[src/rtl/sxlt_pkg.sv]
// ----------------------------------------------------------------------------
// Shared/exclusive lock table - common package
// Field widths, request and status codes, and the scan flag group.
// ----------------------------------------------------------------------------
package sxlt_pkg;

   localparam int REQ_TYPE_W   = 2;
   localparam int KEY_W        = 48;
   localparam int STATUS_W     = 2;
   localparam int LOCK_COUNT_W = 8;

   // request codes
   localparam logic [REQ_TYPE_W-1:0] REQ_SHARED    = 2'd0;
   localparam logic [REQ_TYPE_W-1:0] REQ_EXCLUSIVE = 2'd1;
   localparam logic [REQ_TYPE_W-1:0] REQ_UNLOCK    = 2'd2;

   // status codes
   localparam logic [STATUS_W-1:0] STATUS_OK        = 2'd0;
   localparam logic [STATUS_W-1:0] STATUS_CONFLICT  = 2'd1;
   localparam logic [STATUS_W-1:0] STATUS_FULL      = 2'd2;
   localparam logic [STATUS_W-1:0] STATUS_SATURATED = 2'd3;

   // flags handed from the scanner to the controller
   typedef struct packed {
      logic done;        // one-cycle pulse: whole table searched
      logic hit;         // key found in a valid entry
      logic free_found;  // at least one free entry seen
   } scan_flags_type;

endpackage

[src/rtl/sxlt_ram.sv]
// ----------------------------------------------------------------------------
// Shared/exclusive lock table - generic RAM
// One write port, one read port, registered read data.
// ----------------------------------------------------------------------------
module sxlt_ram #(
   parameter int WIDTH = 8,
   parameter int DEPTH = 64
) (
   input  logic                     clock,
   input  logic                     wr_en,
   input  logic [$clog2(DEPTH)-1:0] wr_addr,
   input  logic [WIDTH-1:0]         wr_data,
   input  logic                     rd_en,
   input  logic [$clog2(DEPTH)-1:0] rd_addr,
   output logic [WIDTH-1:0]         rd_data
);

   logic [WIDTH-1:0] mem_ff [DEPTH];
   logic [WIDTH-1:0] rd_data_ff;

   always_ff @(posedge clock) begin
      if (wr_en) begin
         mem_ff[wr_addr] <= wr_data;
      end
      if (rd_en) begin
         rd_data_ff <= mem_ff[rd_addr];
      end
   end

   assign rd_data = rd_data_ff;

endmodule

[src/rtl/sxlt_scan.sv]
// ----------------------------------------------------------------------------
// Shared/exclusive lock table - table scanner
// Walks every entry through the RAM read port, one a cycle, and records the
// matching entry and the lowest free entry.
// ----------------------------------------------------------------------------
module sxlt_scan #(
   parameter int ENTRIES = 64,
   parameter int COUNT_W = 8
) (
   input  logic                            clock,
   input  logic                            reset,
   input  logic                            start,
   input  logic [sxlt_pkg::KEY_W-1:0]      key,
   output logic                            rd_en,
   output logic [$clog2(ENTRIES)-1:0]      rd_addr,
   input  logic [sxlt_pkg::KEY_W+COUNT_W:0] rd_data,
   output sxlt_pkg::scan_flags_type        flags,
   output logic [$clog2(ENTRIES)-1:0]      hit_idx,
   output logic signed [COUNT_W-1:0]       hit_count,
   output logic [$clog2(ENTRIES)-1:0]      free_idx
);

   localparam int IW = $clog2(ENTRIES);
   localparam int WW = sxlt_pkg::KEY_W + COUNT_W + 1;
   localparam logic [IW-1:0] LAST_IDX = IW'(ENTRIES - 1);

   logic                      issue_ff, issue_in;
   logic [IW-1:0]             addr_ff, addr_in;
   logic                      chk_ff, chk_in;
   logic [IW-1:0]             chk_idx_ff, chk_idx_in;
   logic                      done_ff, done_in;
   logic                      hit_ff, hit_in;
   logic [IW-1:0]             hit_idx_ff, hit_idx_in;
   logic signed [COUNT_W-1:0] hit_count_ff, hit_count_in;
   logic                      free_ff, free_in;
   logic [IW-1:0]             free_idx_ff, free_idx_in;

   logic                      ent_valid;
   logic [sxlt_pkg::KEY_W-1:0] ent_key;
   logic signed [COUNT_W-1:0] ent_count;

   assign ent_valid = rd_data[WW-1];
   assign ent_key   = rd_data[WW-2:COUNT_W];
   assign ent_count = rd_data[COUNT_W-1:0];

   always_comb begin
      issue_in     = issue_ff;
      addr_in      = addr_ff;
      chk_in       = issue_ff;
      chk_idx_in   = addr_ff;
      done_in      = chk_ff && (chk_idx_ff == LAST_IDX);
      hit_in       = hit_ff;
      hit_idx_in   = hit_idx_ff;
      hit_count_in = hit_count_ff;
      free_in      = free_ff;
      free_idx_in  = free_idx_ff;

      if (start) begin
         issue_in = 1'b1;
         addr_in  = '0;
         hit_in   = 1'b0;
         free_in  = 1'b0;
      end else if (issue_ff) begin
         if (addr_ff == LAST_IDX) begin
            issue_in = 1'b0;
         end else begin
            addr_in = addr_ff + IW'(1);
         end
      end

      // word read last cycle is on rd_data now
      if (chk_ff) begin
         if (ent_valid && (ent_key == key) && !hit_ff) begin
            hit_in       = 1'b1;
            hit_idx_in   = chk_idx_ff;
            hit_count_in = ent_count;
         end
         if (!ent_valid && !free_ff) begin
            free_in     = 1'b1;
            free_idx_in = chk_idx_ff;
         end
      end
   end

   always_ff @(posedge clock) begin
      if (reset) begin
         issue_ff <= 1'b0;
         chk_ff   <= 1'b0;
         done_ff  <= 1'b0;
         hit_ff   <= 1'b0;
         free_ff  <= 1'b0;
      end else begin
         issue_ff <= issue_in;
         chk_ff   <= chk_in;
         done_ff  <= done_in;
         hit_ff   <= hit_in;
         free_ff  <= free_in;
      end
      addr_ff      <= addr_in;
      chk_idx_ff   <= chk_idx_in;
      hit_idx_ff   <= hit_idx_in;
      hit_count_ff <= hit_count_in;
      free_idx_ff  <= free_idx_in;
   end

   assign rd_en            = issue_ff;
   assign rd_addr          = addr_ff;
   assign flags.done       = done_ff;
   assign flags.hit        = hit_ff;
   assign flags.free_found = free_ff;
   assign hit_idx          = hit_idx_ff;
   assign hit_count        = hit_count_ff;
   assign free_idx         = free_idx_ff;

endmodule

[src/rtl/shared_exclusive_lock_table_core.sv]
// ----------------------------------------------------------------------------
// Shared/exclusive lock table - top level
// Lock table keyed by block id; grants shared and exclusive locks, unlocks,
// and reports conflicts, a full table or a saturated shared count.
// ----------------------------------------------------------------------------
//  channel | dir | handshake             | word
//  req_    | in  | req_valid / req_stall  | req_type, req_block_key
//  rsp_    | out | rsp_valid / rsp_stall  | rsp_status, rsp_lock_count
//
//  Each word walks the full entry RAM through its single read port, one
//  entry a cycle, then makes its table update in ST_DECIDE.
//  After reset a clearing pass writes every entry invalid, req_stall high.
//  A finished word waits in the output register; the next request is taken
//  meanwhile, and only the update stalls while rsp_stall holds.
// ----------------------------------------------------------------------------
module shared_exclusive_lock_table_core #(
   parameter int TABLE_ENTRIES = 64,
   parameter int MAX_SHARED    = 127
) (
   input  logic                                clock,
   input  logic                                reset,
   input  logic                                req_valid,
   output logic                                req_stall,
   input  logic [sxlt_pkg::REQ_TYPE_W-1:0]     req_type,
   input  logic [sxlt_pkg::KEY_W-1:0]          req_block_key,
   output logic                                rsp_valid,
   input  logic                                rsp_stall,
   output logic [sxlt_pkg::STATUS_W-1:0]       rsp_status,
   output logic signed [sxlt_pkg::LOCK_COUNT_W-1:0] rsp_lock_count
);

   localparam int IW = $clog2(TABLE_ENTRIES);
   localparam int CW = $clog2(MAX_SHARED + 1) + 1;
   localparam int KW = sxlt_pkg::KEY_W;
   localparam int WW = KW + CW + 1;
   localparam int XW = (CW > sxlt_pkg::LOCK_COUNT_W) ? CW : sxlt_pkg::LOCK_COUNT_W;
   localparam logic [IW-1:0] LAST_IDX = IW'(TABLE_ENTRIES - 1);
   localparam logic signed [CW-1:0] CNT_MAX  = CW'(MAX_SHARED);
   localparam logic signed [CW-1:0] CNT_ONE  = CW'(1);
   localparam logic signed [CW-1:0] CNT_EXCL = '1;

   localparam logic [1:0] ST_CLEAR  = 2'd0;
   localparam logic [1:0] ST_IDLE   = 2'd1;
   localparam logic [1:0] ST_SCAN   = 2'd2;
   localparam logic [1:0] ST_DECIDE = 2'd3;

   logic [1:0]   state_ff, state_in;
   logic [IW-1:0] clr_addr_ff, clr_addr_in;
   logic [sxlt_pkg::REQ_TYPE_W-1:0] type_ff, type_in;
   logic [KW-1:0] key_ff, key_in;
   logic          rsp_valid_ff, rsp_valid_in;
   logic [sxlt_pkg::STATUS_W-1:0] rsp_status_ff, rsp_status_in;
   logic [sxlt_pkg::LOCK_COUNT_W-1:0] rsp_count_ff, rsp_count_in;

   logic          req_accept;
   logic          load;

   logic          ram_wr_en;
   logic [IW-1:0] ram_wr_addr;
   logic [WW-1:0] ram_wr_data;
   logic          ram_rd_en;
   logic [IW-1:0] ram_rd_addr;
   logic [WW-1:0] ram_rd_data;

   sxlt_pkg::scan_flags_type scan_flags;
   logic [IW-1:0]         hit_idx;
   logic signed [CW-1:0]  hit_count;
   logic [IW-1:0]         free_idx;

   // update decision
   logic                  upd_wr;
   logic [IW-1:0]         upd_idx;
   logic                  upd_valid;
   logic signed [CW-1:0]  upd_count;
   logic signed [CW-1:0]  cur_count;
   logic signed [CW-1:0]  res_count;
   logic [sxlt_pkg::STATUS_W-1:0] res_status;
   logic signed [XW-1:0]  res_count_x;

   sxlt_ram #(
      .WIDTH (WW),
      .DEPTH (TABLE_ENTRIES)
   ) u_ram (
      .clock   (clock),
      .wr_en   (ram_wr_en),
      .wr_addr (ram_wr_addr),
      .wr_data (ram_wr_data),
      .rd_en   (ram_rd_en),
      .rd_addr (ram_rd_addr),
      .rd_data (ram_rd_data)
   );

   sxlt_scan #(
      .ENTRIES (TABLE_ENTRIES),
      .COUNT_W (CW)
   ) u_scan (
      .clock     (clock),
      .reset     (reset),
      .start     (req_accept),
      .key       (key_ff),
      .rd_en     (ram_rd_en),
      .rd_addr   (ram_rd_addr),
      .rd_data   (ram_rd_data),
      .flags     (scan_flags),
      .hit_idx   (hit_idx),
      .hit_count (hit_count),
      .free_idx  (free_idx)
   );

   assign req_stall  = (state_ff != ST_IDLE);
   assign req_accept = req_valid && !req_stall;
   assign load       = (state_ff == ST_DECIDE) && (!rsp_valid_ff || !rsp_stall);

   always_comb begin
      cur_count  = scan_flags.hit ? hit_count : '0;
      res_count  = cur_count;
      res_status = sxlt_pkg::STATUS_OK;
      upd_wr     = 1'b0;
      upd_idx    = hit_idx;
      upd_valid  = 1'b1;
      upd_count  = cur_count;

      case (type_ff)
         sxlt_pkg::REQ_SHARED: begin
            if (scan_flags.hit) begin
               if (cur_count[CW-1]) begin
                  res_status = sxlt_pkg::STATUS_CONFLICT;
               end else if (cur_count >= CNT_MAX) begin
                  res_status = sxlt_pkg::STATUS_SATURATED;
               end else begin
                  upd_wr    = 1'b1;
                  upd_count = cur_count + CNT_ONE;
                  res_count = upd_count;
               end
            end else if (!scan_flags.free_found) begin
               res_status = sxlt_pkg::STATUS_FULL;
            end else begin
               upd_wr    = 1'b1;
               upd_idx   = free_idx;
               upd_count = CNT_ONE;
               res_count = CNT_ONE;
            end
         end
         sxlt_pkg::REQ_EXCLUSIVE: begin
            if (scan_flags.hit) begin
               if (cur_count > CNT_ONE) begin
                  res_status = sxlt_pkg::STATUS_CONFLICT;
               end else begin
                  upd_wr    = 1'b1;
                  upd_count = CNT_EXCL;
                  res_count = CNT_EXCL;
               end
            end else if (!scan_flags.free_found) begin
               res_status = sxlt_pkg::STATUS_FULL;
            end else begin
               upd_wr    = 1'b1;
               upd_idx   = free_idx;
               upd_count = CNT_EXCL;
               res_count = CNT_EXCL;
            end
         end
         sxlt_pkg::REQ_UNLOCK: begin
            if (scan_flags.hit) begin
               upd_wr = 1'b1;
               if (cur_count > CNT_ONE) begin
                  upd_count = cur_count - CNT_ONE;
                  res_count = upd_count;
               end else begin
                  // last holder or exclusive owner leaves: free the entry
                  upd_valid = 1'b0;
                  upd_count = '0;
                  res_count = '0;
               end
            end
         end
         default: begin
            // unused code: report current count only
         end
      endcase
   end

   assign res_count_x = XW'(res_count);

   always_comb begin
      if (state_ff == ST_CLEAR) begin
         ram_wr_en   = 1'b1;
         ram_wr_addr = clr_addr_ff;
         ram_wr_data = '0;
      end else begin
         ram_wr_en   = load && upd_wr;
         ram_wr_addr = upd_idx;
         ram_wr_data = {upd_valid, key_ff, upd_count};
      end
   end

   always_comb begin
      state_in      = state_ff;
      clr_addr_in   = clr_addr_ff;
      type_in       = type_ff;
      key_in        = key_ff;
      rsp_valid_in  = rsp_valid_ff && rsp_stall;
      rsp_status_in = rsp_status_ff;
      rsp_count_in  = rsp_count_ff;

      unique case (state_ff)
         ST_CLEAR: begin
            clr_addr_in = clr_addr_ff + IW'(1);
            if (clr_addr_ff == LAST_IDX) begin
               state_in = ST_IDLE;
            end
         end
         ST_IDLE: begin
            if (req_accept) begin
               type_in  = req_type;
               key_in   = req_block_key;
               state_in = ST_SCAN;
            end
         end
         ST_SCAN: begin
            if (scan_flags.done) begin
               state_in = ST_DECIDE;
            end
         end
         ST_DECIDE: begin
            if (load) begin
               rsp_valid_in  = 1'b1;
               rsp_status_in = res_status;
               rsp_count_in  = res_count_x[sxlt_pkg::LOCK_COUNT_W-1:0];
               state_in      = ST_IDLE;
            end
         end
         default: begin
            state_in = ST_CLEAR;
         end
      endcase
   end

   always_ff @(posedge clock) begin
      if (reset) begin
         state_ff     <= ST_CLEAR;
         clr_addr_ff  <= '0;
         rsp_valid_ff <= 1'b0;
      end else begin
         state_ff     <= state_in;
         clr_addr_ff  <= clr_addr_in;
         rsp_valid_ff <= rsp_valid_in;
      end
      type_ff       <= type_in;
      key_ff        <= key_in;
      rsp_status_ff <= rsp_status_in;
      rsp_count_ff  <= rsp_count_in;
   end

   assign rsp_valid      = rsp_valid_ff;
   assign rsp_status     = rsp_status_ff;
   assign rsp_lock_count = rsp_count_ff;

   // reset always starts the clearing pass
   a_reset_clears : assert property (@(posedge clock)
      reset |=> req_stall)
      else $error("request taken during clearing pass");

   // a waiting word is never overwritten
   a_no_overwrite : assert property (@(posedge clock) disable iff (reset)
      load |-> !(rsp_valid_ff && rsp_stall))
      else $error("output word overwritten");

   // no table update while the scan still reads
   a_no_write_in_scan : assert property (@(posedge clock) disable iff (reset)
      (state_ff == ST_SCAN) |-> !ram_wr_en)
      else $error("table written during scan");

   // scan completes only for a request in flight
   a_done_in_scan : assert property (@(posedge clock) disable iff (reset)
      scan_flags.done |-> (state_ff == ST_SCAN))
      else $error("scan done outside scan state");

   // a known key never reports a full table
   a_full_only_on_miss : assert property (@(posedge clock) disable iff (reset)
      (load && (res_status == sxlt_pkg::STATUS_FULL)) |-> !scan_flags.hit)
      else $error("full status on a hit");

endmodule
[config.mk]
export PLATFORM = sky130hd
export DESIGN_NAME = shared_exclusive_lock_table_core
export DESIGN_NICKNAME = d
export VERILOG_FILES = /design/src/rtl/sxlt_pkg.sv /design/src/rtl/sxlt_ram.sv /design/src/rtl/sxlt_scan.sv /design/src/rtl/shared_exclusive_lock_table_core.sv
export SDC_FILE = /design/constraint.sdc
export NUM_CORES = 2
export LEC_CHECK = 0
export BUFFER_PORTS_ARGS = -buffer_cell sky130_fd_sc_hd__buf_4
export CAP_MARGIN = 20
export CELL_PAD_IN_SITES_DETAIL_PLACEMENT = 1
export CELL_PAD_IN_SITES_GLOBAL_PLACEMENT = 1
export CORE_MARGIN = 1
export CORE_UTILIZATION = 23
export CTS_CLUSTER_DIAMETER = 80
export CTS_CLUSTER_SIZE = 24
export DETAILED_ROUTE_END_ITERATION = 8
export GPL_ROUTABILITY_DRIVEN = 0
export PLACE_DENSITY = 0.4
export SYNTH_ARGS = -nofsm -noshare
export SYNTH_HDL_FRONTEND = slang
export SYNTH_SLANG_ARGS = --single-unit
[constraint.sdc]
create_clock -name clock -period 14.66 [get_ports clock]
set_clock_uncertainty 0.1 [all_clocks]
set_input_delay 1.466 -clock clock [delete_from_list [all_inputs] [get_ports clock]]
set_output_delay 1.466 -clock clock [all_outputs]
set_load 0.1 [all_outputs]
==> results.txt <==
- Number of enable flip-flop cells after synthesis: between 3000 and 4000
* Critical path startpoint category: register
- The total area inside the core boundary comes to between 0.6 and 0.7 sq mm.
- After filler insertion, the fill cell instance count of the layout stands at approximately 64000.
- In the routed design, unresolved DRC markers number 0.
- Max-slew violation count: 0
* Number of hold buffers added after CTS: 0
- Global routing consumed, over all layers together, approximately 15% of the routing resources.
- Across the VDD grid, the largest voltage drop is around 0.2 mV.
- FP Rows: a little under 300
- Maximum buffer depth of the clock tree: 4
- Nets@finish: between 6000 and 7000
* Period minus WS final: about 5.4 ns
* Routed Wire Length: 505000 um
- X dimension of the die: around 800 um
* Largest family of logic cells by synthesized area: multiplexers
* Height of the chip: 798 um
- Summing the areas of all xor and xnor instances in the mapped netlist gives less than 1% of the synthesized area.
- Placed Cells: ~15000
* IO buf count: 65
- Post-DR vias/cell: roughly 4.5
- Predominant post-synthesis flop cell: edfxtp_1
- Post-Synthesis Net Count: about 6400
* Setup TNS after final layout: 0 ns
* Floorplan die area: roughly 0.64 sq mm
* Total vias in the final route: a little under 70000
- In this run the remaining antenna-violating nets after routing total 0.
- The clock tree synthesis step divided the H-tree into 4 levels.
- Skew-Pair Late Insertion Delay: between 0.9 and 1 ns
- Area growth syn-to-layout: 13.5%
- Counting every instance in the synthesized netlist gives around 6400.
* Relative slew slack: between 10% and 20%
* Number of warnings issued by yosys: 0
- In this run the clock root is driven by a clkbuf_16.
- Unrepaired setup endpoints after global routing: false
- Post-synthesis compound-gate area fraction: under 10%
- Count of cell types in the netlist: 75
- Crit path max fanout: 30
* Share of final-layout standard cells stronger than drive strength 1: around 27%
* Post-layout total power: 0.0290 W
- Highest clock frequency the design can meet: ~180 MHz
- The number of antenna violations at the first check in global routing is 49.
* Post-cts resize count: 0
- Sink Count: approximately 3800
- Setup violations remaining at the end of the flow were counted as 0.
- Tcrit/Tclk final: between 30% and 40%
* Maximum number of pins on one net before global-route repair: 101
* Post-Layout Cell Count: between 15000 and 20000
- In this run, the number of DRC markers left after iteration 0 of detailed routing was 7636.
- Final routed wire length divided by cell count: 33.4 um
- Async set-or-reset flop fraction in the synthesized netlist: 0%
* Worst setup path class: register to register
- Summed over all nets, the half-perimeter wirelength after detailed placement is slightly below 300000 um.
- The via count of the first global-routing pass is 72500.
- Total gr overflow: 0
- Adder-cell area share of the yosys netlist: less than 1%
- Final hold analysis gives a worst-case slack of 0.352 ns.
- Clock tree from TritonCTS: built
- The run finished with clean final reports.
* Wire length of the first global-routing pass: a little under 700000 um
- Post-Syn Area per Cell: between 20 and 25 sq um
* Flop and latch count out of synthesis: between 3000 and 4000
- For the worst setup path, the data arrival time is a little under 6 ns.
- Post-CTS setup repair buffer count: 0
* Final hold violations: 0
- Dividing total power by cell area gives a power density of approximately 180 mW/mm^2.
- TritonCTS created approximately 210 clock buffers.
- STA puts the critical path data required time at about 15 ns.
- Maximum capacitance violations: 0
- Initial core utilization: about 23%
- In this run the static leakage power is between 40 and 50 nW.
- Mux share of post-synthesis cell area: about 16%
- Synth Area in Simple Gates: under 10%
- TritonRoute pass-1 iters: 5
- Number of top-level design ports: 66
* Clock-pin slew on the worst setup and hold paths: 0.10 ns
* Sequential cell area fraction in the yosys report: 78.3%
- The tightest min-delay check is of the register to register type.
- Kind of capture point of the worst setup path: register
- Mapped Area: about 0.15 sq mm
- Least-Margin Pin Slew: 1.22 ns
[sequential cells by signal, indices dropped and copies added (netlist names)]
| name | cells |
|---|---|
| u_scan.free_idx | 6 |
| state_ff | 2 |
| rsp_status | 2 |
| u_scan.hit_idx | 6 |
| u_ram.mem_ff | 3648 |
| u_scan.done_ff | 1 |
| u_scan.hit_count | 8 |
| u_scan.rd_addr | 6 |
| rsp_valid | 1 |
| u_scan.free_ff | 1 |
| u_scan.rd_en | 1 |
| type_ff | 2 |
| u_scan.chk_idx_ff | 6 |
| u_ram.rd_data | 57 |
| rsp_lock_count | 8 |
| clr_addr_ff | 6 |
| key_ff | 48 |
| u_scan.chk_ff | 1 |
| u_scan.hit_ff | 1 |
[routing by layer]
layer  vias to the layer above  track usage (%)  routed length (um)
li1                      27400                -                   -
met1                     39000             21.2              223000
met2                      1576             26.7              252000
met3                       375             1.70               21300
met4                         4             2.86                9920
met5                         -                0                  27
[where the power goes]
group | total (W) | switching, W | internal (W)
Sequential | 0.0134 | 0.000259 | 0.0132
Clock | 0.00683 | 0.00386 | 0.00297
Combinational | 0.00875 | 0.00570 | 0.00304
Total | 0.0290 | 0.00983 | 0.0192
[layout by cell type (no fill, tap or decap), types with 21 or more instances in the layout]
cell and count:
nor2b_1 24, o21ai_1 28, nand2_1 60, a21oi_4 47
nor2_1 57, mux2i_1 141, a211oi_4 21, nand4_1 23
nor3_1 50, xnor2_1 50, buf_4 335, diode_2 41
clkbuf_1 27, mux4_2 931, mux2_2 71, edfxtp_1 3785
inv_6 22, o21ai_0 36, nand3_1 36, nor2b_4 50
a21oi_1 85, clkbuf_16 216, a22oi_1 161, o22ai_1 97
[worst paths after layout]
path                              start                              to  slack [ns]  cells after the start
max            u_scan.hit_ff$_SDFF_PP0_  u_ram.mem_ff[36][22]$_DFFE_PP_        9.21                     10
min          u_ram.rd_data[6]$_DFFE_PP_   u_scan.hit_count[6]$_DFFE_PP_        0.35                      0
max reg2reg    u_scan.hit_ff$_SDFF_PP0_  u_ram.mem_ff[36][22]$_DFFE_PP_        9.21                     10
min reg2reg  u_ram.rd_data[6]$_DFFE_PP_   u_scan.hit_count[6]$_DFFE_PP_        0.35                      0
[cell usage after synthesis (all sizes together), types with 8 or more instances]
| master | count | area (sq um) |
|---|---|---|
| inv | 18 | 67.6 |
| nor4 | 14 | 103 |
| nand2b | 16 | 100 |
| or4 | 17 | 128 |
| o21ai | 65 | 329 |
| o221ai | 11 | 103 |
| dfxtp | 26 | 521 |
| a31oi | 8 | 50.1 |
| nand3 | 36 | 180 |
| a22oi | 161 | 1210 |
| o22ai | 97 | 607 |
| nand4 | 23 | 144 |
| buf | 233 | 1410 |
| edfxtp | 3785 | 114000 |
| clkbuf | 120 | 450 |
| mux2i | 141 | 1410 |
| a21oi | 132 | 661 |
| xnor2 | 52 | 455 |
| a22o | 13 | 114 |
| nand2 | 64 | 240 |
| nor2 | 59 | 221 |
| mux4 | 931 | 21000 |
| a211oi | 40 | 368 |
| mux2 | 71 | 800 |
| nor3 | 50 | 250 |
| nor2b | 74 | 463 |
| o211ai | 10 | 98.8 |
[cell type report]
cell class | count | area (sq um) | share of cell area [%]
diodes | 41 | 103 | 0.0620
multi-input cells | 2171 | 31000 | 18.7
inverters | 18 | 72.6 | 0.0438
clock buffers | 244 | 5520 | 3.33
well taps | 8379 | 10500 | 6.33
clock inverters | 111 | 1220 | 0.738
flip-flops and latches | 3811 | 114000 | 69.0
repair buffers | 359 | 2960 | 1.79
[stage by stage]
step           setup WS, ns  instance area [sq um]  util, %
3_5_place_dp           8.37                 159000     25.1
6_report               9.21                 166000     26.2
4_1_cts                9.07                 165000     26.2
3_3_place_gp           8.44                 159000     25.1
5_1_grt                8.95                 166000     26.2
2_1_floorplan          2.08                 146000        -
[cells by family (layout without fill, tap and decap cells)]
family | Yosys count | in the layout
other cells | 0 | 41
compound gates | 571 | 571
buf+inv | 371 | 732
xor+xnor | 59 | 59
flops | 3811 | 3811
simple gates | 391 | 391
mux | 1143 | 1143
fa+ha+maj | 7 | 7
[critical path: stages (launching register included)]
cell and delay (ns):
dfxtp_1 0.45, buf_4 0.28, nand2_1 0.16, ha_1 0.39, o211ai_4 0.19, a211oi_4 0.61
o211ai_4 0.14, buf_4 0.45, a211oi_4 0.94, buf_4 0.48, buf_4 0.67
Note: power is estimated with default switching activity, not from simulation.
